File: config.mk
export PLATFORM = sky130hd
export DESIGN_NAME = slide_markup_line_classifier_flat
export DESIGN_NICKNAME = d
export VERILOG_FILES = /design/src/slc_pkg.sv /design/src/slc_req_if.sv /design/src/slc_rsp_if.sv /design/src/slc_front.sv /design/src/slc_queue.sv /design/src/slc_back.sv /design/src/slide_markup_line_classifier.sv /design/src/flat_wrapper.sv
export SDC_FILE = /design/constraint.sdc
export NUM_CORES = 1
export LEC_CHECK = 0
export ABC_AREA = 1
export BUFFER_PORTS_ARGS = -buffer_cell sky130_fd_sc_hd__clkbuf_2
export CORE_UTILIZATION = 63
export CTS_CLUSTER_DIAMETER = 40
export DETAILED_ROUTE_END_ITERATION = 7
export PLACE_DENSITY_LB_ADDON = 0.08
export SYNTH_ARGS = -nofsm -noshare
export SYNTH_HDL_FRONTEND = slang
export SYNTH_SLANG_ARGS = --single-unit
export TNS_END_PERCENT = 50
File: constraint.sdc
create_clock -name clock -period 9.89 [get_ports clock]
set_clock_uncertainty 0.2 [all_clocks]
set_input_delay 2.967 -clock clock [delete_from_list [all_inputs] [get_ports clock]]
set_output_delay 2.967 -clock clock [all_outputs]
set_load 0.02 [all_outputs]
File: src/slc_pkg.sv
// Shared types, character codes and classification functions of the slide markup line classifier.
`timescale 1ns / 1ps
`default_nettype none

package slc_pkg;

   // Leading space counter saturates here
   localparam int MAX_INDENT   = 255;
   localparam int SPACE_W      = $clog2(MAX_INDENT + 1);
   localparam int SUM_W        = SPACE_W + 1;
   localparam int HEADING_MAX  = 4;
   localparam int LEVEL_MAX    = 127;
   localparam int SKIP_MAX     = 255;

   // Run queue between front and back
   localparam int QUEUE_DEPTH  = 4;
   localparam int QPTR_W       = $clog2(QUEUE_DEPTH);
   localparam int QCNT_W       = $clog2(QUEUE_DEPTH + 1);

   // Results per run: held bytes before and after, one middle result, one final descriptor
   localparam int STEP_W       = 3;
   localparam int TOTAL_W      = 4;

   // Character codes
   localparam logic [7:0] CH_LT    = 8'h3C;  // '<'
   localparam logic [7:0] CH_EQ    = 8'h3D;  // '='
   localparam logic [7:0] CH_GT    = 8'h3E;  // '>'
   localparam logic [7:0] CH_NL    = 8'h0A;  // newline
   localparam logic [7:0] CH_SPACE = 8'h20;
   localparam logic [7:0] CH_HASH  = 8'h23;
   localparam logic [7:0] CH_STAR  = 8'h2A;
   localparam logic [7:0] CH_DASH  = 8'h2D;
   localparam logic [7:0] CH_PLUS  = 8'h2B;

   // Delimiter match counts
   localparam logic [1:0] HELD_NONE = 2'd0;
   localparam logic [1:0] HELD_ONE  = 2'd1;
   localparam logic [1:0] HELD_MAX  = 2'd3;

   // Element kinds
   localparam logic [1:0] KIND_PARAGRAPH = 2'd0;
   localparam logic [1:0] KIND_HEADING   = 2'd1;
   localparam logic [1:0] KIND_BULLET    = 2'd2;

   typedef struct packed {
      logic [SPACE_W-1:0] spaces;
      logic [2:0]         hashes;
      logic               hash_lead;
      logic               in_leading;
      logic               decided;
      logic [1:0]         kind;
      logic [6:0]         level;
   } elem_state_type;

   typedef struct packed {
      logic [1:0] kind;
      logic [6:0] level;
      logic [7:0] skip;
      logic       slide_end;
   } desc_type;

   typedef enum logic [1:0] {
      MID_NONE = 2'd0,
      MID_BYTE = 2'd1,
      MID_DESC = 2'd2
   } mid_type;

   // All results caused by one input transfer, in compact form
   typedef struct packed {
      logic [1:0] pre_held;
      mid_type    mid;
      logic [7:0] mid_byte;
      desc_type   mid_desc;
      logic [1:0] post_held;
      logic       final_en;
      desc_type   final_desc;
   } run_type;

   typedef struct packed {
      logic [7:0] out_byte;
      logic       is_descriptor;
      logic [1:0] element_kind;
      logic [6:0] element_level;
      logic [7:0] markup_skip;
      logic       end_of_slide;
      logic       last_of_run;
   } result_type;

   function automatic logic [7:0] delim_char(input logic [1:0] idx);
      logic [7:0] c;
      case (idx)
         2'd0:    c = CH_LT;
         2'd1:    c = CH_EQ;
         2'd2:    c = CH_EQ;
         default: c = CH_GT;
      endcase
      return c;
   endfunction

   function automatic elem_state_type elem_clear();
      elem_state_type s;
      s            = '0;
      s.in_leading = 1'b1;
      s.kind       = KIND_PARAGRAPH;
      return s;
   endfunction

   function automatic elem_state_type decide(input elem_state_type s, input logic [1:0] kind,
                                             input logic [6:0] level);
      elem_state_type n;
      n         = s;
      n.decided = 1'b1;
      n.kind    = kind;
      n.level   = level;
      return n;
   endfunction

   // Released delimiter bytes start with '<', which forces a paragraph
   function automatic elem_state_type release_held(input elem_state_type s);
      elem_state_type n;
      n = s;
      if (!s.decided) begin
         n            = decide(s, KIND_PARAGRAPH, 7'd0);
         n.in_leading = 1'b0;
      end
      return n;
   endfunction

   function automatic logic is_bullet_mark(input logic [7:0] c);
      return c inside {CH_STAR, CH_DASH, CH_PLUS};
   endfunction

   // Advance the element classification by one passed-through byte
   function automatic elem_state_type classify(input elem_state_type s, input logic [7:0] c);
      logic [SPACE_W-1:0] half;
      elem_state_type     n;
      n    = s;
      half = s.spaces >> 1;
      if (!s.decided) begin
         if (s.in_leading) begin
            if (c == CH_SPACE) begin
               if (s.spaces != SPACE_W'(MAX_INDENT)) begin
                  n.spaces = s.spaces + 1'b1;
               end
            end else begin
               n.in_leading = 1'b0;
               n.hash_lead  = (c == CH_HASH);
               if (c == CH_HASH) begin
                  n.hashes = 3'd1;
               end else if (!is_bullet_mark(c)) begin
                  n = decide(n, KIND_PARAGRAPH, 7'd0);
               end
            end
         end else if (s.hash_lead) begin
            if (c == CH_HASH) begin
               n.hashes = s.hashes + 3'd1;
               if (n.hashes > 3'(HEADING_MAX)) begin
                  n = decide(n, KIND_PARAGRAPH, 7'd0);
               end
            end else if (c == CH_SPACE) begin
               n = decide(n, KIND_HEADING, 7'(s.hashes));
            end else begin
               n = decide(n, KIND_PARAGRAPH, 7'd0);
            end
         end else if (c == CH_SPACE) begin
            n = decide(n, KIND_BULLET, (int'(half) > LEVEL_MAX) ? 7'(LEVEL_MAX) : 7'(half));
         end else begin
            n = decide(n, KIND_PARAGRAPH, 7'd0);
         end
      end
      return n;
   endfunction

   // Build the closing descriptor of the current element
   function automatic desc_type describe(input elem_state_type s, input logic slide_end);
      desc_type         d;
      logic [SUM_W-1:0] sum;
      d.kind      = s.decided ? s.kind : KIND_PARAGRAPH;
      d.level     = s.decided ? s.level : 7'd0;
      d.slide_end = slide_end;
      case (d.kind)
         KIND_HEADING: sum = SUM_W'(s.spaces) + SUM_W'(s.hashes) + SUM_W'(1);
         KIND_BULLET:  sum = SUM_W'(s.spaces) + SUM_W'(2);
         default:      sum = '0;
      endcase
      d.skip = (int'(sum) > SKIP_MAX) ? 8'(SKIP_MAX) : 8'(sum);
      return d;
   endfunction

   function automatic logic [TOTAL_W-1:0] run_total(input run_type r);
      return TOTAL_W'(r.pre_held) + TOTAL_W'(r.mid != MID_NONE)
           + TOTAL_W'(r.post_held) + TOTAL_W'(r.final_en);
   endfunction

endpackage

`default_nettype wire

File: src/slc_req_if.sv
// Input channel of the slide markup line classifier: one text byte per transfer.
`timescale 1ns / 1ps
`default_nettype none

interface slc_req_if;
   logic       valid;
   logic       ready;
   logic [7:0] text_byte;
   logic       has_byte;
   logic       end_of_text;

   modport source (output valid, output text_byte, output has_byte, output end_of_text,
                   input ready);
   modport sink   (input valid, input text_byte, input has_byte, input end_of_text,
                   output ready);
endinterface

`default_nettype wire

File: src/slc_rsp_if.sv
// Result channel of the slide markup line classifier: element bytes and descriptors.
`timescale 1ns / 1ps
`default_nettype none

interface slc_rsp_if;
   logic       valid;
   logic       ready;
   logic [7:0] out_byte;
   logic       is_descriptor;
   logic [1:0] element_kind;
   logic [6:0] element_level;
   logic [7:0] markup_skip;
   logic       end_of_slide;
   logic       last_of_run;

   modport source (output valid, output out_byte, output is_descriptor, output element_kind,
                   output element_level, output markup_skip, output end_of_slide,
                   output last_of_run, input ready);
   modport sink   (input valid, input out_byte, input is_descriptor, input element_kind,
                   input element_level, input markup_skip, input end_of_slide,
                   input last_of_run, output ready);
endinterface

`default_nettype wire

File: src/slc_front.sv
// Front end: delimiter matching and element classification, at most one run per input transfer.
`timescale 1ns / 1ps
`default_nettype none

module slc_front (
   input  wire logic        clock,
   input  wire logic        reset,
   slc_req_if.sink          req,
   input  wire logic        queue_full,
   output logic             push,
   output slc_pkg::run_type push_run
);
   import slc_pkg::*;

   logic [1:0]     held_ff, held_in;
   elem_state_type elem_ff, elem_in;
   run_type        run;
   logic           take;
   logic           xfer;

   assign req.ready = !queue_full;
   assign xfer      = req.valid && req.ready;

   // Work out every result of this transfer and the next state
   always_comb begin
      elem_in = elem_ff;
      held_in = held_ff;
      take    = 1'b0;
      run     = '0;
      run.mid = MID_NONE;
      if (req.has_byte) begin
         if (held_ff == HELD_NONE) begin
            if (req.text_byte == CH_LT) begin
               held_in = HELD_ONE;
            end else begin
               take = 1'b1;
            end
         end else if (req.text_byte == delim_char(held_ff)) begin
            if (held_ff == HELD_MAX) begin
               held_in      = HELD_NONE;
               run.mid      = MID_DESC;
               run.mid_desc = describe(elem_ff, 1'b1);
               elem_in      = elem_clear();
            end else begin
               held_in = held_ff + 2'd1;
            end
         end else begin
            // broken delimiter: release held bytes first
            run.pre_held = held_ff;
            elem_in      = release_held(elem_ff);
            if (req.text_byte == CH_LT) begin
               held_in = HELD_ONE;
            end else begin
               held_in = HELD_NONE;
               take    = 1'b1;
            end
         end
      end
      if (take) begin
         if (req.text_byte == CH_NL) begin
            run.mid      = MID_DESC;
            run.mid_desc = describe(elem_in, 1'b0);
            elem_in      = elem_clear();
         end else begin
            run.mid      = MID_BYTE;
            run.mid_byte = req.text_byte;
            elem_in      = classify(elem_in, req.text_byte);
         end
      end
      // end of text: flush held bytes and close the slide
      if (req.end_of_text) begin
         run.post_held = held_in;
         if (held_in != HELD_NONE) begin
            elem_in = release_held(elem_in);
         end
         run.final_en   = 1'b1;
         run.final_desc = describe(elem_in, 1'b1);
         elem_in        = elem_clear();
         held_in        = HELD_NONE;
      end
   end

   assign push     = xfer && (run_total(run) != '0);
   assign push_run = run;

   // Update match and element state on each transfer
   always_ff @(posedge clock) begin
      if (reset) begin
         held_ff <= HELD_NONE;
         elem_ff <= elem_clear();
      end else if (xfer) begin
         held_ff <= held_in;
         elem_ff <= elem_in;
      end
   end

   a_eot_clears: assert property (@(posedge clock) disable iff (reset)
      (xfer && req.end_of_text) |=> (held_ff == HELD_NONE && elem_ff.in_leading
                                      && !elem_ff.decided))
      else $error("state not cleared after end of text");

   a_push_room: assert property (@(posedge clock) disable iff (reset)
      push |-> !queue_full)
      else $error("run pushed into full queue");

   a_heading_level: assert property (@(posedge clock) disable iff (reset)
      (elem_ff.decided && elem_ff.kind == KIND_HEADING)
         |-> (elem_ff.level >= 7'd1 && elem_ff.level <= 7'(HEADING_MAX)))
      else $error("heading level out of range");

endmodule

`default_nettype wire

File: src/slc_queue.sv
// Run queue that decouples the front end from the result sequencer.
`timescale 1ns / 1ps
`default_nettype none

module slc_queue (
   input  wire logic             clock,
   input  wire logic             reset,
   input  wire logic             push,
   input  wire slc_pkg::run_type push_run,
   input  wire logic             pop,
   output logic                  full,
   output logic                  empty,
   output slc_pkg::run_type      head
);
   import slc_pkg::*;

   run_type           slots_ff [QUEUE_DEPTH];
   logic [QPTR_W-1:0] wr_ptr_ff, wr_ptr_in;
   logic [QPTR_W-1:0] rd_ptr_ff, rd_ptr_in;
   logic [QCNT_W-1:0] count_ff, count_in;

   assign full  = (count_ff == QCNT_W'(QUEUE_DEPTH));
   assign empty = (count_ff == '0);
   assign head  = slots_ff[rd_ptr_ff];

   // Advance pointers with wrap, track fill level
   always_comb begin
      wr_ptr_in = wr_ptr_ff;
      rd_ptr_in = rd_ptr_ff;
      count_in  = count_ff;
      if (push) begin
         wr_ptr_in = (wr_ptr_ff == QPTR_W'(QUEUE_DEPTH - 1)) ? '0 : wr_ptr_ff + 1'b1;
      end
      if (pop) begin
         rd_ptr_in = (rd_ptr_ff == QPTR_W'(QUEUE_DEPTH - 1)) ? '0 : rd_ptr_ff + 1'b1;
      end
      case ({push, pop})
         2'b10:   count_in = count_ff + 1'b1;
         2'b01:   count_in = count_ff - 1'b1;
         default: count_in = count_ff;
      endcase
   end

   always_ff @(posedge clock) begin
      if (reset) begin
         wr_ptr_ff <= '0;
         rd_ptr_ff <= '0;
         count_ff  <= '0;
      end else begin
         wr_ptr_ff <= wr_ptr_in;
         rd_ptr_ff <= rd_ptr_in;
         count_ff  <= count_in;
      end
   end

   // Store pushed runs
   always_ff @(posedge clock) begin
      if (push) begin
         slots_ff[wr_ptr_ff] <= push_run;
      end
   end

   a_no_overfill: assert property (@(posedge clock) disable iff (reset)
      count_ff <= QCNT_W'(QUEUE_DEPTH))
      else $error("queue count beyond depth");

   a_pop_nonempty: assert property (@(posedge clock) disable iff (reset)
      pop |-> !empty)
      else $error("pop from empty queue");

   a_count_step: assert property (@(posedge clock) disable iff (reset)
      (push && !pop) |=> (count_ff == $past(count_ff) + 1'b1))
      else $error("queue count did not follow push");

endmodule

`default_nettype wire

File: src/slc_back.sv
// Back end: walks each queued run and drives one result per transfer through an output register.
`timescale 1ns / 1ps
`default_nettype none

module slc_back (
   input  wire logic             clock,
   input  wire logic             reset,
   input  wire slc_pkg::run_type head,
   input  wire logic             empty,
   output logic                  pop,
   slc_rsp_if.source             rsp
);
   import slc_pkg::*;

   logic [STEP_W-1:0]  step_ff, step_in;
   logic               valid_ff, valid_in;
   result_type         result_ff, result_in;
   logic [TOTAL_W-1:0] total;
   logic [TOTAL_W-1:0] pos;
   logic [TOTAL_W-1:0] pre;
   logic [TOTAL_W-1:0] tail;
   logic               mid_en;
   logic               load;
   logic               last;

   assign total  = run_total(head);
   assign pos    = TOTAL_W'(step_ff);
   assign pre    = TOTAL_W'(head.pre_held);
   assign mid_en = (head.mid != MID_NONE);
   assign tail   = pos - pre - TOTAL_W'(mid_en);
   assign load   = !empty && (!valid_ff || rsp.ready);
   assign last   = (pos == total - TOTAL_W'(1));
   assign pop    = load && last;

   // Select the result at the current step of the head run
   always_comb begin
      result_in             = '0;
      result_in.last_of_run = last;
      if (pos < pre) begin
         result_in.out_byte = delim_char(step_ff[1:0]);
      end else if (mid_en && pos == pre) begin
         case (head.mid)
            MID_BYTE: begin
               result_in.out_byte = head.mid_byte;
            end
            MID_DESC: begin
               result_in.is_descriptor = 1'b1;
               result_in.element_kind  = head.mid_desc.kind;
               result_in.element_level = head.mid_desc.level;
               result_in.markup_skip   = head.mid_desc.skip;
               result_in.end_of_slide  = head.mid_desc.slide_end;
            end
            default: begin
               result_in.out_byte = '0;
            end
         endcase
      end else if (tail < TOTAL_W'(head.post_held)) begin
         result_in.out_byte = delim_char(tail[1:0]);
      end else begin
         result_in.is_descriptor = 1'b1;
         result_in.element_kind  = head.final_desc.kind;
         result_in.element_level = head.final_desc.level;
         result_in.markup_skip   = head.final_desc.skip;
         result_in.end_of_slide  = head.final_desc.slide_end;
      end
   end

   // Step through the run, hold the output until it is taken
   always_comb begin
      step_in  = step_ff;
      valid_in = valid_ff;
      if (load) begin
         step_in  = last ? '0 : step_ff + 1'b1;
         valid_in = 1'b1;
      end else if (rsp.ready) begin
         valid_in = 1'b0;
      end
   end

   always_ff @(posedge clock) begin
      if (reset) begin
         step_ff  <= '0;
         valid_ff <= 1'b0;
      end else begin
         step_ff  <= step_in;
         valid_ff <= valid_in;
      end
   end

   always_ff @(posedge clock) begin
      if (load) begin
         result_ff <= result_in;
      end
   end

   assign rsp.valid         = valid_ff;
   assign rsp.out_byte      = result_ff.out_byte;
   assign rsp.is_descriptor = result_ff.is_descriptor;
   assign rsp.element_kind  = result_ff.element_kind;
   assign rsp.element_level = result_ff.element_level;
   assign rsp.markup_skip   = result_ff.markup_skip;
   assign rsp.end_of_slide  = result_ff.end_of_slide;
   assign rsp.last_of_run   = result_ff.last_of_run;

   a_step_in_run: assert property (@(posedge clock) disable iff (reset)
      !empty |-> (pos < total))
      else $error("step beyond end of run");

   a_step_idle: assert property (@(posedge clock) disable iff (reset)
      empty |-> (step_ff == '0))
      else $error("step not at start while queue empty");

   a_pop_marks_last: assert property (@(posedge clock) disable iff (reset)
      pop |=> (rsp.valid && rsp.last_of_run))
      else $error("run ended without last-of-run result");

endmodule

`default_nettype wire

File: src/slide_markup_line_classifier.sv
// Top level of the slide markup line classifier: front end, run queue and result sequencer.
// The first result of a transfer is stored in the run queue and then in the result register before
// it is valid on rsp_ch, when the queue is empty and the result register is free.
// Throughput: one input transfer per cycle while req_ch.ready is high; an item that causes n results
// holds the result register until all n are taken, and a four-run queue absorbs these bursts before req_ch.ready drops.
// Reset: synchronous, active high; clears delimiter match, element state, queue and output
// valid at once, with no clearing pass.
`timescale 1ns / 1ps
`default_nettype none

module slide_markup_line_classifier (
   input  wire logic clock,
   input  wire logic reset,
   slc_req_if.sink   req_ch,
   slc_rsp_if.source rsp_ch
);
   import slc_pkg::*;

   logic    push;
   run_type push_run;
   logic    pop;
   logic    full;
   logic    empty;
   run_type head;

   slc_front u_front (
      .clock      (clock),
      .reset      (reset),
      .req        (req_ch),
      .queue_full (full),
      .push       (push),
      .push_run   (push_run)
   );

   slc_queue u_queue (
      .clock    (clock),
      .reset    (reset),
      .push     (push),
      .push_run (push_run),
      .pop      (pop),
      .full     (full),
      .empty    (empty),
      .head     (head)
   );

   slc_back u_back (
      .clock (clock),
      .reset (reset),
      .head  (head),
      .empty (empty),
      .pop   (pop),
      .rsp   (rsp_ch)
   );

endmodule

`default_nettype wire
File: src/flat_wrapper.sv
// flat-port wrapper written by rule: the top's interface ports become plain ports
module slide_markup_line_classifier_flat import slc_pkg::*;
  (clock, reset, req_ch_valid, req_ch_text_byte, req_ch_has_byte, req_ch_end_of_text, req_ch_ready, rsp_ch_valid, rsp_ch_out_byte, rsp_ch_is_descriptor, rsp_ch_element_kind, rsp_ch_element_level, rsp_ch_markup_skip, rsp_ch_end_of_slide, rsp_ch_last_of_run, rsp_ch_ready);
  slc_req_if req_ch_i ();
  slc_rsp_if rsp_ch_i ();
  input  wire logic clock;
  input  wire logic reset;
  input wire logic [$bits(req_ch_i.valid)-1:0] req_ch_valid;
  input wire logic [$bits(req_ch_i.text_byte)-1:0] req_ch_text_byte;
  input wire logic [$bits(req_ch_i.has_byte)-1:0] req_ch_has_byte;
  input wire logic [$bits(req_ch_i.end_of_text)-1:0] req_ch_end_of_text;
  output wire logic [$bits(req_ch_i.ready)-1:0] req_ch_ready;
  output wire logic [$bits(rsp_ch_i.valid)-1:0] rsp_ch_valid;
  output wire logic [$bits(rsp_ch_i.out_byte)-1:0] rsp_ch_out_byte;
  output wire logic [$bits(rsp_ch_i.is_descriptor)-1:0] rsp_ch_is_descriptor;
  output wire logic [$bits(rsp_ch_i.element_kind)-1:0] rsp_ch_element_kind;
  output wire logic [$bits(rsp_ch_i.element_level)-1:0] rsp_ch_element_level;
  output wire logic [$bits(rsp_ch_i.markup_skip)-1:0] rsp_ch_markup_skip;
  output wire logic [$bits(rsp_ch_i.end_of_slide)-1:0] rsp_ch_end_of_slide;
  output wire logic [$bits(rsp_ch_i.last_of_run)-1:0] rsp_ch_last_of_run;
  input wire logic [$bits(rsp_ch_i.ready)-1:0] rsp_ch_ready;
  assign req_ch_i.valid = req_ch_valid;
  assign req_ch_i.text_byte = req_ch_text_byte;
  assign req_ch_i.has_byte = req_ch_has_byte;
  assign req_ch_i.end_of_text = req_ch_end_of_text;
  assign req_ch_ready = req_ch_i.ready;
  assign rsp_ch_valid = rsp_ch_i.valid;
  assign rsp_ch_out_byte = rsp_ch_i.out_byte;
  assign rsp_ch_is_descriptor = rsp_ch_i.is_descriptor;
  assign rsp_ch_element_kind = rsp_ch_i.element_kind;
  assign rsp_ch_element_level = rsp_ch_i.element_level;
  assign rsp_ch_markup_skip = rsp_ch_i.markup_skip;
  assign rsp_ch_end_of_slide = rsp_ch_i.end_of_slide;
  assign rsp_ch_last_of_run = rsp_ch_i.last_of_run;
  assign rsp_ch_i.ready = rsp_ch_ready;
  slide_markup_line_classifier u_core (.clock(clock), .reset(reset), .req_ch(req_ch_i), .rsp_ch(rsp_ch_i));
endmodule
==> impl_metrics.yaml <==
global_routing:
  grt_pass1_wl_microns: 54440
  grt_pass1_vias: 10050
  antenna_found_initial: 0
  overflow: 0
  grt_max_degree: 69
  track_usage_pct: 32.40
synthesis:
  yosysMostFrequentCell: "nand2_1"
  synth_top_cell_area_share_pct: 50.20
  postSynth.asyncResetShare_pct: 0
  netlist_area_sq_mm: 0.01364
  synthCells: 1441
  ys_seq_elements: 266
  seq_area_frac_synth_pct: 55.77
  ys.flop_type: "edfxtp_1"
  synth.avg_cell_area_sq_um: 9.465
  synth_top_area_cell: "edfxtp_1"
  synth_edf_count: 228
  yosysUniqueCellTypes: 58
  synth_nets: 1508
  synthTopCellsByCount: "nand2_1 (254), edfxtp_1 (228), nor2_1 (198), o21ai_0 (153), inv_1 (137)"
  synth_area_leaders: "edfxtp_1 (50%), nand2_1 (7.0%), o21ai_0 (5.6%), dfxtp_1 (5.6%), nor2_1 (5.4%)"
  synth_warnings: 0
cts:
  cts_root_buf: "clkbuf_16"
  cts_tree: "built"
  cts.repair.resized: 0
  post-cts-setup-buffers: 0
  cts.reportedPaths.clkPinSlew_ns: 0.05
  cts-buffers-inserted: 35
  cts_max_level: 2
  clock_latency_ns: 0.52
  cts_hold_buf: 0
  cts.sinks: 266
  cts_buffer_depth: 3
timing:
  finalMaxSlewViolations: 0
  min_period_over_period_pct: 73.35
  rsz0062_at_grt: "no"
  period_needed_ns: 7.254
  totalNegativeSetupSlack_ns: 0
  slew_headroom_pct: 29.44
  hold_violations: 0
  max_freq_mhz: 137.9
  worst_slew_pin_slew_ns: 1.056
  setup_violations: 0
cells_and_area:
  seqCellArea_sq_mm: 0.007609
  design_area_sq_mm: 0.01530
  drive_gt1_share_pct: 11.88
  final_nets: 1548
  area_growth_pct: 12.15
  num_antenna_cells: 0
  multi_input_area_sq_mm: 0.005283
  n_fill_cell: 1558
floorplan:
  chipWidth_microns: 149.1
  fp.coreArea_sq_mm: 0.02115
  start_util_pct: 64.48
  rows: 53
  dieHeight_microns: 149.1
  pin_count: 44
  die_area_sq_mm: 0.02224
route:
  dr.pass1.iters: 6
  avgViaCountPerCell: 6.043
  drc: 0
  vias: 10770
  ant_nets: 0
  post_drt_wl_per_cell_microns: 19.87
  wl_microns: 35400
  drt_iter0_drc: 1010
run:
  cap_violations: 0
setup_path:
  startpoint_type: "primary input"
  crit_path_end: "u_core.u_queue.slots_ff[3][3]"
  worst-path-max-fanout: 21
  reg2reg_depth: 22
  rr_endpoint: "u_core.u_queue.count_ff[2]"
  r2r_slack_ns: 3.60
  critPathRequiredTime_ns: 9.98
  crit_arrival_ns: 7.34
  path_common_cell: "inv_1"
  crit_path_top_delay_cell: "inv_2"
  path_class: "primary input to flop"
  crit_start: "req_ch_has_byte"
  critical_path.endpoint_type: "flop"
  max_stage_delay_ns: 0.48
outcome:
  status: "finished, final reports clean"
worst_hold_path:
  worstHoldPathCells: 2
  hp-class: "flop to flop"
placement:
  numPortBuffers: 43
  gp_congestion: 0.9614
  dpl.hpwl_microns: 24110
  place_area_sq_mm: 0.01413
power:
  p_leak_uw: 0.005795
  vdd_drop_max_mv: 0.2557
  power_density_mw_per_mm2: 243.1
cell usage in the layout, fill, tap and decap left out, drive strengths merged, types with 9 or more instances in the layout:
master / count
nand2: 269
nor3: 12
nor2: 210
dfxtp: 38
inv: 155
clkbuf: 86
ha: 44
o22ai: 54
o21ai: 160
edfxtp: 228
clkinv: 11
buf: 15
a21oi: 94
nand3: 46
nand4: 13
fa: 9
layout make-up:
cell class              count  share of cell area, %
flip-flops and latches    266                  49.74
multi-input cells         970                  34.54
clock buffers              43                  6.258
inverters                 150                  3.697
well taps                 275                  2.249
repair buffers             58                  2.143
clock inverters            20                  1.374
critical path: cells and delay by family:
kind | cells | cell delay, ns
adders and majority gates | 3 | 0.65
and+or+nand+nor | 11 | 1.82
buffers and inverters | 7 | 1.04
AOI/OAI and AO/OA | 5 | 0.84
cells by family after synthesis:
kind of cell	share of synthesized area (%)
simple gates	17.51
flops	55.77
buf+inv	5.843
xor+xnor	0.5780
compound gates	14.93
fa+ha+maj	5.357
how the worst min path moves through the flow:
stage	to	start	slack [ns]
after floorplan	u_core.u_front.elem_ff[0]	u_core.u_front.elem_ff[0]	0.25
after global placement	u_core.u_front.elem_ff[12]	u_core.u_front.elem_ff[12]	0.25
after detailed placement	u_core.u_front.elem_ff[4]	u_core.u_front.elem_ff[4]	0.26
after CTS	u_core.u_front.elem_ff[0]	u_core.u_front.elem_ff[0]	0.27
after global routing	u_core.u_front.elem_ff[0]	u_core.u_front.elem_ff[0]	0.29
final	u_core.u_front.elem_ff[0]	u_core.u_front.elem_ff[0]	0.27
per-layer routing:
| metal | wire (microns) | global-route usage (%) |
|---|---|---|
| met1 | 15110 | 44.92 |
| met5 | 0 | 0 |
| met4 | 957 | 11.43 |
| met2 | 16520 | 51.86 |
| met3 | 2813 | 5.199 |
sequential cells by signal, indices dropped and copies added (netlist names), named ones only:
signal                           cells
u_core.u_back.step_ff                3
u_core.u_front.held_ff               2
u_core.u_back.rsp.element_level      7
u_core.u_front.elem_ff              23
u_core.u_back.rsp.markup_skip        8
u_core.u_back.rsp.last_of_run        1
u_core.u_back.rsp.element_kind       2
u_core.u_queue.slots_ff            200
u_core.u_back.rsp.is_descriptor      1
u_core.u_back.rsp.valid              1
u_core.u_queue.rd_ptr_ff             2
u_core.u_queue.count_ff              3
u_core.u_back.rsp.out_byte           8
u_core.u_back.rsp.end_of_slide       1
u_core.u_queue.wr_ptr_ff             2
power breakdown:
part	internal (uW)	leakage [uW]	switching (uW)
Sequential	1380	0.00244	56.1
Combinational	300	0.00279	731
Clock	757	0.000572	491
stage by stage:
| stage | utilization (%) | cells | power (uW) | setup WS, ns | hold WS [ns] |
|---|---|---|---|---|---|
| final | 72.31 | 1782 | 3718 | 2.636 | 0.2691 |
| after global routing | 72.31 | 1782 | 3894 | 2.283 | 0.2854 |
| after CTS | 72.31 | 1782 | 3722 | 2.738 | 0.2651 |
| after detailed placement | 66.79 | 1719 | 2482 | 2.198 | 0.2567 |
| after global placement | 66.79 | 1719 | 2444 | 2.323 | 0.2524 |
| after floorplan | - | 1441 | 2156 | 1.861 | 0.2453 |
(Power assumes the default switching activity.)
